File: src/sv/gcsv_pkg.sv
// Shared types, constants and the header length decode for the command
// stream verifier. No dependencies.
package gcsv_pkg;

    localparam int unsigned WORD_W = 32;
    localparam int unsigned LEN_W  = 20;
    localparam int unsigned CNT_W  = 21;
    localparam int unsigned HLEN_W = 11;

    // client field, bits 31:29
    localparam logic [2:0] CLIENT_PARSER  = 3'd0;
    localparam logic [2:0] CLIENT_BLITTER = 3'd2;
    localparam logic [2:0] CLIENT_RENDER  = 3'd3;

    // parser opcode bits 28:23 below this are single dword
    localparam logic [5:0] PARSER_SHORT_LIMIT = 6'h09;

    // render opcode bits 28:24
    localparam logic [4:0] RND_OP_SHORT_MAX = 5'h18;
    localparam logic [4:0] RND_OP_SHORT_ALT = 5'h1C;
    localparam logic [4:0] RND_OP_BYTE_LO   = 5'h1D;
    localparam logic [4:0] RND_OP_BYTE_HI   = 5'h1E;
    localparam logic [4:0] RND_OP_WIDE      = 5'h1F;

    typedef struct packed {
        logic [WORD_W-1:0] word;
        logic              start;
        logic [LEN_W-1:0]  seq_len;
        logic [HLEN_W-1:0] hlen;    // decoded instruction length, 0 = invalid
    } t_cmd;

    typedef struct packed {
        logic [WORD_W-1:0] word;
        logic              forward;
        logic              is_header;
        logic              bad_header;
        logic [CNT_W-1:0]  count;
        logic              done;
        logic              failed;
        logic              last;
    } t_result;

    // Instruction length in dwords from a header, 0 when the header is invalid.
    function automatic logic [HLEN_W-1:0] hdr_len(input logic [WORD_W-1:0] w);
        logic [HLEN_W-1:0] n;
        n = '0;
        unique case (w[31:29])
            CLIENT_PARSER: begin
                if (w[28:23] < PARSER_SHORT_LIMIT) begin
                    n = HLEN_W'(1);
                end else begin
                    n = HLEN_W'(w[5:0]) + HLEN_W'(2);
                end
            end
            CLIENT_BLITTER: begin
                n = HLEN_W'(w[4:0]) + HLEN_W'(2);
            end
            CLIENT_RENDER: begin
                unique case (w[28:24]) inside
                    [5'h00:RND_OP_SHORT_MAX], RND_OP_SHORT_ALT: n = HLEN_W'(1);
                    RND_OP_BYTE_LO, RND_OP_BYTE_HI: n = HLEN_W'(w[7:0]) + HLEN_W'(2);
                    RND_OP_WIDE:                    n = HLEN_W'(w[9:0]) + HLEN_W'(2);
                    default:                        n = '0;
                endcase
            end
            default: n = '0;
        endcase
        return n;
    endfunction

endpackage

File: src/sv/gcsv_fifo.sv
// Small flop-based FIFO, first-word fall-through.
// Generic; no package dependency. DEPTH must be a power of two.
module gcsv_fifo #(
    parameter int unsigned WIDTH = 8,
    parameter int unsigned DEPTH = 4
) (
    input  logic             i_clk,
    input  logic             i_rst_n,
    input  logic             i_push,
    input  logic [WIDTH-1:0] i_data,
    output logic             o_full,
    input  logic             i_pop,
    output logic [WIDTH-1:0] o_data,
    output logic             o_empty
);
    localparam int unsigned AW = (DEPTH > 1) ? $clog2(DEPTH) : 1;

    logic [WIDTH-1:0] r_mem [DEPTH];
    logic [AW-1:0]    r_wr, r_rd;
    logic [AW:0]      r_cnt;
    logic             do_push, do_pop;

    assign o_full  = (r_cnt == (AW+1)'(DEPTH));
    assign o_empty = (r_cnt == '0);
    assign do_push = i_push && !o_full;
    assign do_pop  = i_pop && !o_empty;
    assign o_data  = r_mem[r_rd];

    always_ff @(posedge i_clk) begin
        if (!i_rst_n) begin
            r_wr  <= '0;
            r_rd  <= '0;
            r_cnt <= '0;
        end else begin
            if (do_push) begin
                r_wr <= r_wr + AW'(1);
            end
            if (do_pop) begin
                r_rd <= r_rd + AW'(1);
            end
            r_cnt <= r_cnt + (AW+1)'(do_push) - (AW+1)'(do_pop);
        end
    end

    always_ff @(posedge i_clk) begin
        if (do_push) begin
            r_mem[r_wr] <= i_data;
        end
    end

endmodule

File: src/sv/gcsv_front.sv
// Front end: decodes each incoming dword as a potential header and queues
// it for the back end. Depends on gcsv_pkg and gcsv_fifo.
module gcsv_front
    import gcsv_pkg::*;
(
    input  logic              i_clk,
    input  logic              i_rst_n,
    input  logic              i_push,
    output logic              o_full,
    input  logic [WORD_W-1:0] i_cmd_word,
    input  logic              i_seq_start,
    input  logic [LEN_W-1:0]  i_seq_length,
    input  logic              i_pop,
    output t_cmd              o_cmd,
    output logic              o_empty
);
    t_cmd cmd_in;

    // length decode is done here so the back end only compares and counts
    always_comb begin
        cmd_in.word    = i_cmd_word;
        cmd_in.start   = i_seq_start;
        cmd_in.seq_len = i_seq_length;
        cmd_in.hlen    = hdr_len(i_cmd_word);
    end

    gcsv_fifo #(
        .WIDTH ($bits(t_cmd)),
        .DEPTH (2)
    ) u_cmd_q (
        .i_clk   (i_clk),
        .i_rst_n (i_rst_n),
        .i_push  (i_push),
        .i_data  (cmd_in),
        .o_full  (o_full),
        .i_pop   (i_pop),
        .o_data  (o_cmd),
        .o_empty (o_empty)
    );

endmodule

File: src/sv/gcsv_back.sv
// Back end: sequence state, header checks, padding dword and result
// generation into the result queue. Depends on gcsv_pkg.
module gcsv_back
    import gcsv_pkg::*;
(
    input  logic             i_clk,
    input  logic             i_rst_n,
    input  logic             i_cfg_we,
    input  logic [LEN_W-1:0] i_cfg_wdata,
    input  t_cmd             i_cmd,
    input  logic             i_cmd_empty,
    output logic             o_cmd_pop,
    input  logic             i_res_full,
    output logic             o_res_push,
    output t_result          o_res
);
    logic [LEN_W-1:0]  r_buffer_dwords;
    logic [CNT_W-1:0]  r_remaining, n_remaining;
    logic [HLEN_W-1:0] r_payload_left, n_payload_left;
    logic [CNT_W-1:0]  r_total, n_total;
    logic              r_error, n_error;
    logic              r_pad, n_pad;
    logic              r_pad_phase, n_pad_phase;

    logic              fire;
    logic [WORD_W-1:0] w;
    logic [HLEN_W-1:0] hlen;
    logic              hdr_ok;
    logic              from_start;

    always_comb begin
        fire      = !i_res_full && (r_pad_phase || !i_cmd_empty);
        o_cmd_pop = fire && !r_pad_phase;

        n_remaining    = r_remaining;
        n_payload_left = r_payload_left;
        n_total        = r_total;
        n_error        = r_error;
        n_pad          = r_pad;
        n_pad_phase    = 1'b0;

        from_start = !r_pad_phase && i_cmd.start;
        if (r_pad_phase) begin
            w    = '0;
            hlen = hdr_len('0);
        end else begin
            w    = i_cmd.word;
            hlen = i_cmd.hlen;
        end
        if (from_start) begin
            n_remaining    = CNT_W'(i_cmd.seq_len) + CNT_W'(i_cmd.seq_len[0]);
            n_payload_left = '0;
            n_total        = '0;
            n_error        = 1'b0;
            n_pad          = i_cmd.seq_len[0];
        end

        hdr_ok = (hlen != '0) && (CNT_W'(hlen) <= n_remaining)
                 && (LEN_W'(hlen) <= r_buffer_dwords);

        o_res            = '0;
        o_res.word       = w;
        o_res.last       = 1'b1;

        if (from_start && i_cmd.seq_len == '0) begin
            // empty sequence is rejected outright
            o_res.done   = 1'b1;
            o_res.failed = 1'b1;
        end else if (n_remaining == '0) begin
            // dword outside any sequence
            o_res.count = n_total;
        end else begin
            if (n_error) begin
                // dropped
            end else if (n_payload_left != '0) begin
                n_payload_left  = n_payload_left - HLEN_W'(1);
                n_total         = n_total + CNT_W'(1);
                o_res.forward   = 1'b1;
            end else begin
                o_res.is_header = 1'b1;
                if (hdr_ok) begin
                    n_payload_left = hlen - HLEN_W'(1);
                    n_total        = n_total + CNT_W'(1);
                    o_res.forward  = 1'b1;
                end else begin
                    n_error          = 1'b1;
                    o_res.bad_header = 1'b1;
                end
            end
            n_remaining = n_remaining - CNT_W'(1);
            o_res.count = n_total;
            if (n_remaining == '0) begin
                o_res.done   = 1'b1;
                o_res.failed = n_error;
            end
            // padding dword follows the last real dword of an odd sequence
            if (!r_pad_phase && n_pad && n_remaining == CNT_W'(1)) begin
                n_pad       = 1'b0;
                n_pad_phase = 1'b1;
                o_res.last  = 1'b0;
            end
        end

        o_res_push = fire;
    end

    always_ff @(posedge i_clk) begin
        if (!i_rst_n) begin
            r_buffer_dwords <= '0;
            r_remaining     <= '0;
            r_payload_left  <= '0;
            r_total         <= '0;
            r_error         <= 1'b0;
            r_pad           <= 1'b0;
            r_pad_phase     <= 1'b0;
        end else begin
            if (i_cfg_we) begin
                r_buffer_dwords <= i_cfg_wdata;
            end
            if (fire) begin
                r_remaining    <= n_remaining;
                r_payload_left <= n_payload_left;
                r_total        <= n_total;
                r_error        <= n_error;
                r_pad          <= n_pad;
                r_pad_phase    <= n_pad_phase;
            end
        end
    end

endmodule

File: src/sv/gpu_command_stream_verifier.sv
// Command stream verifier top level: front decode, command queue, back end
// checker and result queue. Depends on gcsv_pkg, gcsv_front, gcsv_back, gcsv_fifo.
//
// Accepts one command dword per clock while full is low and returns one
// result per clock while empty is low. A dword passes a 2-entry decode
// queue and a RES_DEPTH-entry (4 by default) result queue; a result can be
// popped once the back end has written it into the result queue. The back
// end makes one result a cycle while the result queue has room and it has a
// command or a padding result to make; the last dword of an odd-length
// sequence yields a second (padding) result. Header length decode happens on
// the input side; the length checks and counters live in the back end.
// buffer_dwords resets to zero, so every header fails until it is written.
module gpu_command_stream_verifier
    import gcsv_pkg::*;
#(
    parameter int unsigned RES_DEPTH = 4
) (
    input  logic              i_clk,
    input  logic              i_rst_n,
    input  logic              i_cfg_we,
    input  logic [19:0]       i_cfg_wdata,
    input  logic              push,
    output logic              full,
    input  logic [31:0]       i_cmd_word,
    input  logic              i_seq_start,
    input  logic [19:0]       i_seq_length,
    output logic              empty,
    input  logic              pop,
    output logic [31:0]       o_word_out,
    output logic              o_forward,
    output logic              o_is_header,
    output logic              o_bad_header,
    output logic [20:0]       o_accepted_count,
    output logic              o_seq_done,
    output logic              o_seq_failed,
    output logic              o_run_last
);
    t_cmd    cmd;
    logic    cmd_empty, cmd_pop;
    t_result res_in, res_out;
    logic    res_full, res_push;

    gcsv_front u_front (
        .i_clk        (i_clk),
        .i_rst_n      (i_rst_n),
        .i_push       (push),
        .o_full       (full),
        .i_cmd_word   (i_cmd_word),
        .i_seq_start  (i_seq_start),
        .i_seq_length (i_seq_length),
        .i_pop        (cmd_pop),
        .o_cmd        (cmd),
        .o_empty      (cmd_empty)
    );

    gcsv_back u_back (
        .i_clk       (i_clk),
        .i_rst_n     (i_rst_n),
        .i_cfg_we    (i_cfg_we),
        .i_cfg_wdata (i_cfg_wdata),
        .i_cmd       (cmd),
        .i_cmd_empty (cmd_empty),
        .o_cmd_pop   (cmd_pop),
        .i_res_full  (res_full),
        .o_res_push  (res_push),
        .o_res       (res_in)
    );

    gcsv_fifo #(
        .WIDTH ($bits(t_result)),
        .DEPTH (RES_DEPTH)
    ) u_res_q (
        .i_clk   (i_clk),
        .i_rst_n (i_rst_n),
        .i_push  (res_push),
        .i_data  (res_in),
        .o_full  (res_full),
        .i_pop   (pop),
        .o_data  (res_out),
        .o_empty (empty)
    );

    assign o_word_out       = res_out.word;
    assign o_forward        = res_out.forward;
    assign o_is_header      = res_out.is_header;
    assign o_bad_header     = res_out.bad_header;
    assign o_accepted_count = res_out.count;
    assign o_seq_done       = res_out.done;
    assign o_seq_failed     = res_out.failed;
    assign o_run_last       = res_out.last;

endmodule
File: config.mk
export PLATFORM = sky130hd
export DESIGN_NAME = gpu_command_stream_verifier
export DESIGN_NICKNAME = d
export VERILOG_FILES = /design/src/sv/gcsv_pkg.sv /design/src/sv/gcsv_fifo.sv /design/src/sv/gcsv_front.sv /design/src/sv/gcsv_back.sv /design/src/sv/gpu_command_stream_verifier.sv
export SDC_FILE = /design/constraint.sdc
export NUM_CORES = 1
export LEC_CHECK = 0
export BUFFER_PORTS_ARGS = -buffer_cell sky130_fd_sc_hd__clkbuf_2
export CAP_MARGIN = 20
export CELL_PAD_IN_SITES_DETAIL_PLACEMENT = 1
export CELL_PAD_IN_SITES_GLOBAL_PLACEMENT = 2
export CORE_AREA = 2 2 190 267
export DETAILED_ROUTE_END_ITERATION = 12
export DIE_AREA = 0 0 192 269
export HOLD_SLACK_MARGIN = 0.03
export PLACE_DENSITY = 0.88
export SETUP_SLACK_MARGIN = 0.02
export SYNTH_ARGS = -nofsm -noshare
export SYNTH_HDL_FRONTEND = slang
export SYNTH_SLANG_ARGS = --single-unit
File: constraint.sdc
create_clock -name i_clk -period 6.2 [get_ports i_clk]
set_input_delay 0.62 -clock i_clk [delete_from_list [all_inputs] [get_ports i_clk]]
set_output_delay 0.62 -clock i_clk [all_outputs]
set_load 0.01 [all_outputs]
# Word-level counts from Yosys, hierarchy flattened
# Memories as Yosys holds them, arrays and structs flattened. A register that Yosys moved wholly into a read port is not among the register bits.
# Cells that the tools add are included.
# totals
regBits	87
ram_bits	364
word_cells	127
in_bits	78
memories	2
# mem_list
name	depth	width	read_ports	rd_ports_with_merged_regs	wr	line_no	source
u_res_q.r_mem	4	59	1	1	1	gcsv_fifo.sv:18	logic [WIDTH-1:0] r_mem [DEPTH];
u_front.u_cmd_q.r_mem	2	64	1	1	1	gcsv_fifo.sv:18	
# classes
n_eq_ne	9
n_reduce_logical	29
n_lt_le_gt_ge	5
n_mux	52
n_addsub	17
# op_table
cell	count
$mux W21	9
$mux W11	8
$pmux W11 S3	2
$logic_not A21 Y1	2
$mux W32	1
$mux W24	1
$mux W1	23
$reduce_bool A11 Y1	2
$sub A11 B1 Y11 const B	2
$add A20 B1 Y21	1
$add A21 B1 Y21 const B	1
$eq A21 B1 Y1 const B	1
$le A11 B21 Y1	1
$sub A21 B1 Y21 const B	1
$eq A5 B5 Y1 const B	4
$le A11 B20 Y1	1
$logic_not A20 Y1	1
$logic_and A1 B1 Y1	13
$add A10 B2 Y11 const B	1
$mux W2	5
$add A8 B2 Y9 const B	1
$mux W3	3
$add A6 B2 Y7 const B	1
$add A5 B2 Y6 const B	1
other kinds (17)	26

# Longest topological paths before layout
# logic_depth
depth_word	12
ltp_mapped	26
depth_no_buf	18

# Modules after synthesis
# Synthesis repeated with hierarchy kept, for this count alone.
# hier_totals
cells_unflattened	1596
hier_area_um2	21307.9
# modules_own_cells
module	area_each_um2	n_inst	cells_per_inst
gcsv_fifo (u_res_q)	9002.4	1	360
gcsv_back	6781.5	1	950
gcsv_fifo (u_front.u_cmd_q)	5154.9	1	226
gcsv_front	369.1	1	60

# Worst setup path after synthesis
# OpenSTA, ideal clock, no wires.
# synth_timing
kind	register to register
startpoint	register with a tool-made name
endpoint	memory u_res_q.r_mem[0][11] in the netlist's numbering (data pin)
slack_ps	1031
t_required_ps	5923
n_path_buf	8
arrival_ps	4892
stages_incl_launch_ff	27
setup_time_ps	277
path_cell_list	dfxtp_1 > buf_6 > buf_8 > buf_12 > buf_4 > buf_4 > buf_1 > mux2i_1 > inv_1 > ha_1 > nand4b_1 > and2_1 > nor3_1 > xnor2_1 > mux2i_1 > ha_1 > nand3_1 > nor2_1 > mux2i_1 > a32o_1 > a211oi_4 > o21ai_4 > buf_6 > buf_6 > nand4_1 > xor2_1 > nor2_1
# synth_lines
element	line_no
to (decl)	gcsv_fifo.sv:18

==> results.txt <==
Ordered cell list for the critical path = mux2i_1 -> inv_1 -> ha_1 -> nand4b_1 -> and2_1 -> nor3_1 -> xnor2_1 -> mux2i_1 -> ha_1 -> nand3_1 -> nor2_1 -> mux2i_1 -> a32o_1 -> a211oi_4 -> nor2_2 -> nor3_1 -> a21oi_1 -> o21bai_1
Maximum clock insertion buffer count = 3
Non-filler cells, final = 2423
Finished Core Util = 0.484
Total grt overflow = 0
DR vias = 14000
Post-route clock period utilization = 0.844
Design area = 23900 um2
CTS tree = done
RSZ-0062 raised after global routing = no
ANT nets after route = 0
Largest vdd supply drop = 0.230 mV
Crit-path most repeated cell = mux2i_1
Max Fclk = 191 MHz
DR DRC count = 0
PwrDens = 470 nW/um2
Synth Cell Area = 21000 um2
Reg2Reg Capture Point = u_back.r_payload_left[0]$_SDFFE_PN0P_
Critical path buffers and inverters = 1
Largest net degree at the start of global routing = 60
Worst-skew pair later-pin latency = 0.60 ns
Area post-placement = 22400 um2
Worst-Margin Slew = 0.958 ns
DRT Pass-1 Iters = 5
Clock skew = 0.0264 ns
Final WS setup = 0.969 ns
Final-report hold violation count = 0
Clock transition at path regs = 0.06 ns
DIE AREA = 51600 um2
Vias per inst = 5.76
CP endpoint kind = register
Post-CTS setup repair buffer count = 0
Synth async-reset ratio = 0
Lkg Pwr = 8.32 nW
Max Fanout on Critical Path = 42
Post-DP HPWL = 37.9 mm
Routed len/inst = 22.9 um
Crit path DAT = 5.74 ns
Req. time, crit path = 6.71 ns
Chip width = 192 um
CP max-delay cell = dfxtp_4
Hold Path Depth = 1
Synthesized net count = 1721
WS Path Type = register to register
TritonCTS buffer count = 46
Path depth of the worst reg2reg path = 18
Synth Flop Type = edfxtp_1
Final GP Congestion = 0.878
Yosys cell types = 100
First-pass GRT wire length = 85.4 mm
Status = finished clean
Syn avg cell area = 13.1 um2
Fin crit period = 5.23 ns
Vias in the first global route = 15000
Hold Slack = 0.209 ns
Critical Path Start Type = register
First DRT Iteration DRCs = 704
Cell Rows = 97
Area Growth Syn to Fin = 13.9%
Syn Inst Count = 1606
# clock sinks = 454
IO Pins = 139
Fill count = 5109
Initial Util = 0.425
Hold Path Origin = i_seq_length[16]
Slew HR = 0.361
Clk root buf = clkbuf_16
Die Ht = 269 um
Max Cap Viol = 0
Place WS = 1.04 ns
Hold WC Path Type = primary input to register
Layout cells sized above 1 = 0.192
Placed Cells = 2337
Max Slew Vio Count = 0
Post-Route WL = 55.6 mm
Cts hold-fix bufs = 0
Post_cts resized = 0
Synth warn = 0
Initial antenna violation count = 1
Register area share after synthesis = 0.606
Area of the core = 49500 um2
Nets = 1857
Port buffer count = 138
H-tree lvl count = 2
Setup TNS = 0 ns
Slowest stage delay, CP = 0.68 ns
Post-synth EDFFs = 364
WHS Endpoint = u_front.u_cmd_q.r_mem[0][27]$_DFFE_PP_
# setup viols final = 0
PnR Total Power = 11.3 mW
Total GRT Usage = 0.217
FF+latch count, synth = 454
FF-to-FF setup slack = 0.97 ns
Delay-heaviest family, CP = simple AND/OR/NAND/NOR gates
==> placed cells by master (no fill, tap or decap), types with 7 or more instances in the layout <==
cell and count:
edfxtp_1 364, nor2_1 150, clkbuf_2 138, nand2_1 129, mux2i_1 89, dfxtp_1 86
nand3_1 60, a21oi_1 60, mux4_2 59, clkbuf_16 46, inv_1 38, xnor2_1 38
ha_1 36, nor3_1 32, o21ai_0 31, xor2_1 31, buf_4 28, nand4_1 26
or3_1 23, and3_1 19, and2_1 14, clkbuf_1 13, nor2b_1 11, nor4_1 11
a31oi_1 10, o21ai_1 9, o211ai_1 9, a21o_1 9, o31ai_1 8, or4_1 8
clkinv_1 8, and4_1 7
==> cell usage after synthesis, types with 6 or more instances <==
cell      number  area [um2]
nor2b_1       11        68.8
o31ai_1        8        60.1
ha_1          36         450
or4_1          8        60.1
xor2_1        31         272
nor2_1       151         567
nand3b_1       6        45.0
or3_1         23         144
dfxtp_1       90        1800
edfxtp_1     364       10900
a41oi_1        6        52.6
nor4_1        11        68.8
and4_1         7        61.3
nand3_1       60         300
o21ai_0       31         155
clkbuf_1      56         210
nand2_1      130         488
o21ai_1        9        45.0
mux4_2        59        1330
mux2_2         6        67.6
o211ai_1       9        67.6
nor3_1        32         160
mux2i_1       89         891
a31oi_1       10        62.6
a21oi_1       60         300
buf_1          9        33.8
and3_1        20         125
xnor2_1       38         333
inv_1         38         143
a211oi_1       6        45.0
and2_1        18         113
nand4_1       26         163
a21o_1         9        67.6
==> registers in the layout (all words and copies together), names as in the netlist, named ones only <==
| signal | flops |
|---|---|
| u_res_q.r_mem | 236 |
| u_res_q.r_rd | 2 |
| u_front.u_cmd_q.r_mem | 128 |
| u_back.r_total | 21 |
| u_back.r_payload_left | 11 |
| u_res_q.r_wr | 2 |
| u_back.r_remaining | 21 |
| u_back.r_pad_phase | 1 |
| u_res_q.r_cnt | 3 |
| u_front.u_cmd_q.r_cnt | 2 |
| u_front.u_cmd_q.r_rd | 1 |
| u_back.r_buffer_dwords | 20 |
| u_front.u_cmd_q.r_wr | 1 |
| u_back.r_error | 1 |
| u_back.r_pad | 1 |
==> layer usage <==
layer / track usage / wire length [um] / up-vias
met5: 0 / 0 / -
met4: 0.0951 / 2300 / 0
met3: 0.0263 / 1850 / 129
met2: 0.412 / 30100 / 340
met1: 0.240 / 21300 / 7079
li1: - / - / 6407
==> cell type report <==
cell class	count	area, um2	area share
tap	643	805	0.0336
sequential	454	12700	0.532
clock buffer	59	1200	0.0501
multi-input combinational	1034	7800	0.326
clock inverter	26	352	0.0147
antenna	1	2.50	0.000104
timing repair buffer	166	901	0.0376
inverter	40	150	0.00627
==> worst max path at each step <==
stage	endpoint	from	cells past startpoint
finish	u_back.r_payload_left[0]$_SDFFE_PN0P_	register	18
global route	u_back.r_total[9]$_SDFFE_PN0P_	register	17
detailed placement	u_back.r_total[9]$_SDFFE_PN0P_	register	12
global placement	u_back.r_total[9]$_SDFFE_PN0P_	register	16
floorplan	u_res_q.r_mem[0][11]$_DFFE_PP_	register	26
CTS	u_back.r_total[9]$_SDFFE_PN0P_	register	12
==> where the power goes <==
group | total, mW | switching, mW | internal (mW)
clock network | 2.84 | 1.20 | 1.64
logic | 4.09 | 2.53 | 1.56
registers | 4.33 | 0.336 | 3.99
==> cell families (layout without fill, tap and decap cells) <==
kind of cell               Yosys count  count (layout)  synth area share
buffers and inverters              118             291            0.0245
adders and majority gates           37              37            0.0224
other                                0               1                 0
and+or+nand+nor                    539             539             0.129
DFF                                454             454             0.606
xor gates and xnor gates            69              69            0.0287
muxes                              158             158             0.112
AOI/OAI and AO/OA                  231             231            0.0777
==> worst register-to-register path, stage by stage, from the launching register on <==
cell      delay (ns)
dfxtp_4         0.68
mux2i_1         0.37
inv_1           0.10
ha_1            0.23
nand4b_1        0.24
and2_1          0.30
nor3_1          0.11
xnor2_1         0.17
mux2i_1         0.36
ha_1            0.24
nand3_1         0.11
nor2_1          0.11
mux2i_1         0.10
a32o_1          0.28
a211oi_4        0.56
nor2_2          0.25
nor3_1          0.62
a21oi_1         0.16
o21bai_1        0.14
Note: power is estimated with default switching activity, not from simulation.
